<file path="src/design/cvtm_pkg.sv">
// Shared types and constants for the cell voltage / temperature monitor.
// No dependencies; used by every module of the block.
package cvtm_pkg;

  localparam int ADC_BITS    = 10;
  localparam int SAMPLE_W    = 10;
  localparam int FS_W        = ADC_BITS + 1;
  localparam int FULL_SCALE  = 1 << ADC_BITS;
  localparam int ADC_MAX     = FULL_SCALE - 1;

  localparam int REF_W       = 13;
  localparam int BETA_W      = 14;
  localparam int NTC_W       = 7;
  localparam int CFG_DATA_W  = 14;
  localparam int CFG_IDX_W   = 2;
  localparam int VAL_W       = 16;
  localparam int MUX_W       = 4;

  localparam logic [MUX_W-1:0] MUX_BANDGAP    = 4'd12;
  localparam logic [MUX_W-1:0] MUX_THERMISTOR = 4'd2;
  localparam int KELVIN_OFFS = 27315;
  localparam int LN2_Q16     = 45426;
  localparam logic [VAL_W-1:0] VAL_SAT = 16'hFFFF;

  localparam logic CH_VOLT = 1'b0;
  localparam logic CH_TEMP = 1'b1;

  // Queue between front and back
  localparam int Q_DEPTH = 2;
  localparam int Q_PTR_W = $clog2(Q_DEPTH);
  localparam int Q_CNT_W = $clog2(Q_DEPTH + 1);

  typedef enum logic [CFG_IDX_W-1:0] {
    CFG_REF  = 2'd0,
    CFG_BETA = 2'd1,
    CFG_NTC  = 2'd2
  } cfg_idx_e;

  typedef struct packed {
    logic [REF_W-1:0]  ref_mv;
    logic [BETA_W-1:0] beta;
    logic [NTC_W-1:0]  ntc;
  } cfg_t;

  typedef struct packed {
    logic                ch;
    logic [SAMPLE_W-1:0] sample;
  } item_t;

  typedef struct packed {
    logic  push;
    item_t item;
  } q_push_t;

  typedef struct packed {
    logic  valid;
    logic  full;
    item_t item;
  } q_stat_t;

  typedef struct packed {
    logic             ch;
    logic [VAL_W-1:0] value;
    logic [VAL_W-1:0] vnow;
    logic [VAL_W-1:0] tnow;
    logic [MUX_W-1:0] mux;
    logic             fault;
  } result_t;

endpackage

</file>
<file path="src/design/cvtm_queue.sv">
// Short queue between the front end and the compute back end.
// Depends on cvtm_pkg.
module cvtm_queue (
  input  logic              clk_i,
  input  logic              rst_ni,
  input  cvtm_pkg::q_push_t push_i,
  input  logic              pop_i,
  output cvtm_pkg::q_stat_t stat_o
);

  cvtm_pkg::item_t mem_q [cvtm_pkg::Q_DEPTH];
  logic [cvtm_pkg::Q_PTR_W-1:0] wr_ptr_q, wr_ptr_d, rd_ptr_q, rd_ptr_d;
  logic [cvtm_pkg::Q_CNT_W-1:0] cnt_q, cnt_d;
  logic do_push, do_pop;

  assign do_push = push_i.push && (cnt_q != cvtm_pkg::Q_CNT_W'(cvtm_pkg::Q_DEPTH));
  assign do_pop  = pop_i && (cnt_q != '0);

  // pointer and count update
  always_comb begin
    wr_ptr_d = wr_ptr_q;
    rd_ptr_d = rd_ptr_q;
    cnt_d    = cnt_q;
    if (do_push) begin
      wr_ptr_d = (wr_ptr_q == cvtm_pkg::Q_PTR_W'(cvtm_pkg::Q_DEPTH - 1)) ? '0
                 : wr_ptr_q + 1'b1;
    end
    if (do_pop) begin
      rd_ptr_d = (rd_ptr_q == cvtm_pkg::Q_PTR_W'(cvtm_pkg::Q_DEPTH - 1)) ? '0
                 : rd_ptr_q + 1'b1;
    end
    if (do_push && !do_pop) begin
      cnt_d = cnt_q + 1'b1;
    end else if (do_pop && !do_push) begin
      cnt_d = cnt_q - 1'b1;
    end
  end

  always_ff @(posedge clk_i or negedge rst_ni) begin
    if (!rst_ni) begin
      wr_ptr_q <= '0;
      rd_ptr_q <= '0;
      cnt_q    <= '0;
    end else begin
      wr_ptr_q <= wr_ptr_d;
      rd_ptr_q <= rd_ptr_d;
      cnt_q    <= cnt_d;
    end
  end

  // payload storage
  always_ff @(posedge clk_i) begin
    if (do_push) begin
      mem_q[wr_ptr_q] <= push_i.item;
    end
  end

  assign stat_o.valid = (cnt_q != '0);
  assign stat_o.full  = (cnt_q == cvtm_pkg::Q_CNT_W'(cvtm_pkg::Q_DEPTH));
  assign stat_o.item  = mem_q[rd_ptr_q];

endmodule

</file>
<file path="config.mk">
export PLATFORM = sky130hd
export DESIGN_NAME = cvtm_queue
export DESIGN_NICKNAME = d
export VERILOG_FILES = /design/src/design/cvtm_pkg.sv /design/src/design/cvtm_queue.sv
export SDC_FILE = /design/constraint.sdc
export NUM_CORES = 1
export LEC_CHECK = 0
export BUFFER_PORTS_ARGS = -buffer_cell sky130_fd_sc_hd__buf_2
export CORE_UTILIZATION = 50
export CTS_BUF_LIST = sky130_fd_sc_hd__clkbuf_2
export DETAILED_ROUTE_END_ITERATION = 10
export PLACE_DENSITY = 0.77
export SETUP_SLACK_MARGIN = 0.02
export SKIP_LAST_GASP = 1
export SLEW_MARGIN = 30
export SYNTH_ARGS = -nofsm -noshare
export SYNTH_HDL_FRONTEND = slang
export SYNTH_SLANG_ARGS = --single-unit
</file>
<file path="constraint.sdc">
create_clock -name clk_i -period 1.6 [get_ports clk_i]
set_input_delay 0 -clock clk_i [delete_from_list [all_inputs] [get_ports clk_i]]
set_output_delay 0 -clock clk_i [all_outputs]
set_load 0.02 [all_outputs]
</file>
==> results.ini <==
[job]
cap_violations = 0

[cts]
clk_latency_ns = 0.33
root_buffer = clkbuf_2
tritoncts = done
cts.sinks = 26
cts_max_path_buffers = 2
cts.htree.levels = 1
cts_buffers = 3
clk_pin_slew_ns = 0.20

[worst_setup_path]
endpoint_kind = register
r2r-end = cnt_q[1]
ff2ff_path_depth = 7
cp_slowest_cell = dfrtp_1
path_class = reg -> reg
path_common_cell = xor2_1
worst-path-buf-inv = 1
cp_top_family = flip-flops
worstPathCellList = buf_4, or2_4, nand2_4, ha_1, xor2_1, nor2_1, xor2_1
max_stage_delay_ns = 0.42
ff2ff_setup_slack_ns = 0.12
worst_setup_path_start_kind = register
critPathRequiredTime_ns = 1.84
timing.rr.start = cnt_q[0]
worstPathArrival_ns = 1.72
worstSetupStartpoint = cnt_q[0]
crit_path_max_fanout = 3

[route]
drt-initial-drc-count = 6
vias = 615
via_per_inst = 4.62
drc = 0
antenna_left = 0
routed_wl_um = 1700
avgRoutedWirePerCell_um = 12.8
drtPass1Iterations = 4

[sta]
fin_skew_ns = 0.00176
post-route-period-util = 0.925
rsz0062_at_grt = no
fmax_mhz = 676
setup_viol = 0
min_period_ns = 1.48
holdWs_ns = 0.378
worst_pin_slew_ns = 0.197
hold_viol_final = 0
fin_tns_setup_ns = 0
maxSlewHeadroom = 0.868
drv_slew = 0

[logic_synthesis]
yosys-top-cells-count = edfxtp_1 (22), mux2_4 (9), dfrtp_1 (4), xnor2_1 (3)
syn_nets = 69
netlist_area_um2 = 1040
synth_ff_type = edfxtp_1
synth_cells = 53
async_reset_ff_frac = 0.154
ys_types = 15
synth_area_leaders = edfxtp_1 (64%), mux2_4 (13%), dfrtp_1 (9.6%)
ys_seq_area_frac = 0.732
synth_seq_cells = 26
synth_edf_count = 22
synth_top_area_frac = 0.635
syn_area_per_cell_um2 = 19.6
yosysTopAreaCell = edfxtp_1
ys_warn_count = 0
synth_most_common_cell = edfxtp_1

[global_route]
grt_antenna_before_repair = 0
grt_max_degree = 15
grtUsageTotal = 0.167
gr-total-overflow = 0
grtUsageMet2 = 0.312
grt_pass1_wl_um = 2350
use_met3 = 0.0415
grt_busiest_layer = met2
gr-usage-met1 = 0.165
grt_pass1_vias = 567

[placement]
gp_congestion = 0.609
io_buffers = 27
placed_cell_area_um2 = 1240

[status]
status = finished clean

[worst_hold_path]
min_path_cells = 2
min-delay-start = push_i[10]
hold_end = mem_q[0][10]
worstHoldPathType = in -> reg

[final_layout]
fin_nets = 123
area_growth_pct = 37.3
post-route-util = 0.728
drive_gt1_frac = 0.500
num_antenna_cells = 0
final_cell_area_um2 = 1430

[power]
p_leak_nw = 0.621
power_density_nw_per_um2 = 1650
vdd_drop_max_v = 0.00138

[die]
placementRows = 16
dieWidth_um = 47.6
coreArea_um2 = 1960
io_pins = 28
start_util = 0.530
die-area_um2 = 2270
die_h_um = 47.6

## cells by family (layout without fill, tap and decap cells)
logic type | after synthesis | after routing | share of synthesized area
mux | 11 | 11 | 0.152
xor+xnor | 5 | 5 | 0.0421
buf+inv | 3 | 56 | 0.0181
simple gates | 7 | 7 | 0.0445
fa+ha+maj | 1 | 1 | 0.0120
flops | 26 | 26 | 0.732
## worst max path at each step
| stage | to | slack, ns | cells past startpoint |
|---|---|---|---|
| detailed placement | cnt_q[1] | 0.10 | 6 |
| CTS | cnt_q[1] | 0.08 | 6 |
| finish | cnt_q[1] | 0.12 | 7 |
| floorplan | mem_q[0][0] | 0.11 | 3 |
| global route | cnt_q[1] | 0.05 | 6 |
| global placement | cnt_q[1] | 0.22 | 6 |
## flip-flops by register name, indices dropped and copies added (netlist names)
name,flops
wr_ptr_q,1
cnt_q,2
rd_ptr_q,1
mem_q,22
## cell usage in the layout, fill, tap and decap left out, types with 2 or more instances in the layout
| master | Yosys | routed |
|---|---|---|
| inv_1 | 2 | 2 |
| mux2_2 | 2 | 2 |
| xnor2_1 | 3 | 3 |
| xor2_1 | 2 | 2 |
| buf_2 | 0 | 27 |
| nor2_1 | 2 | 2 |
| dfrtp_1 | 4 | 4 |
| clkbuf_2 | 0 | 4 |
| edfxtp_1 | 22 | 22 |
| buf_4 | 0 | 8 |
| mux2_4 | 9 | 9 |
| dlygate4sd3_1 | 0 | 15 |
## report_power, final
group | internal [mW] | leakage, nW | switching [mW] | total [mW]
combinational | 0.548 | 0.354 | 0.570 | 1.12
sequential | 0.940 | 0.251 | 0.0660 | 1.01
clock | 0.0661 | 0.0166 | 0.167 | 0.233
total | 1.55 | 0.621 | 0.803 | 2.36
## cell type report
class | count | area, µm²
sequential | 26 | 761
fill | 149 | 534
timing repair buffer | 50 | 345
multi-input combinational | 24 | 260
tap | 27 | 33.8
clock buffer | 4 | 20.0
inverter | 2 | 7.51
## stage by stage
step           std cells  worst slack, ns  power, mW
3_3_place_gp         112            0.221       2.03
5_1_grt              133           0.0540       2.49
3_5_place_dp         112            0.103       2.07
6_report             133            0.121       2.36
2_1_floorplan         53            0.111       1.76
4_1_cts              131           0.0795       2.32
## repair_timing
| action | in CTS | in global routing |
|---|---|---|
| hold buffers | 15 | 0 |
| hold endpoints to repair | 28 | 0 |
| setup buffers | 0 | 2 |
| resized for setup | 0 | 0 |
| setup endpoints to repair | 0 | 1 |
## per-layer routing
layer	wire length (µm)	up-vias
li1	-	298
met1	633	288
met2	957	25
met3	77	4
met4	34	0
met5	0	-
Power figures use the tool's default switching activity.
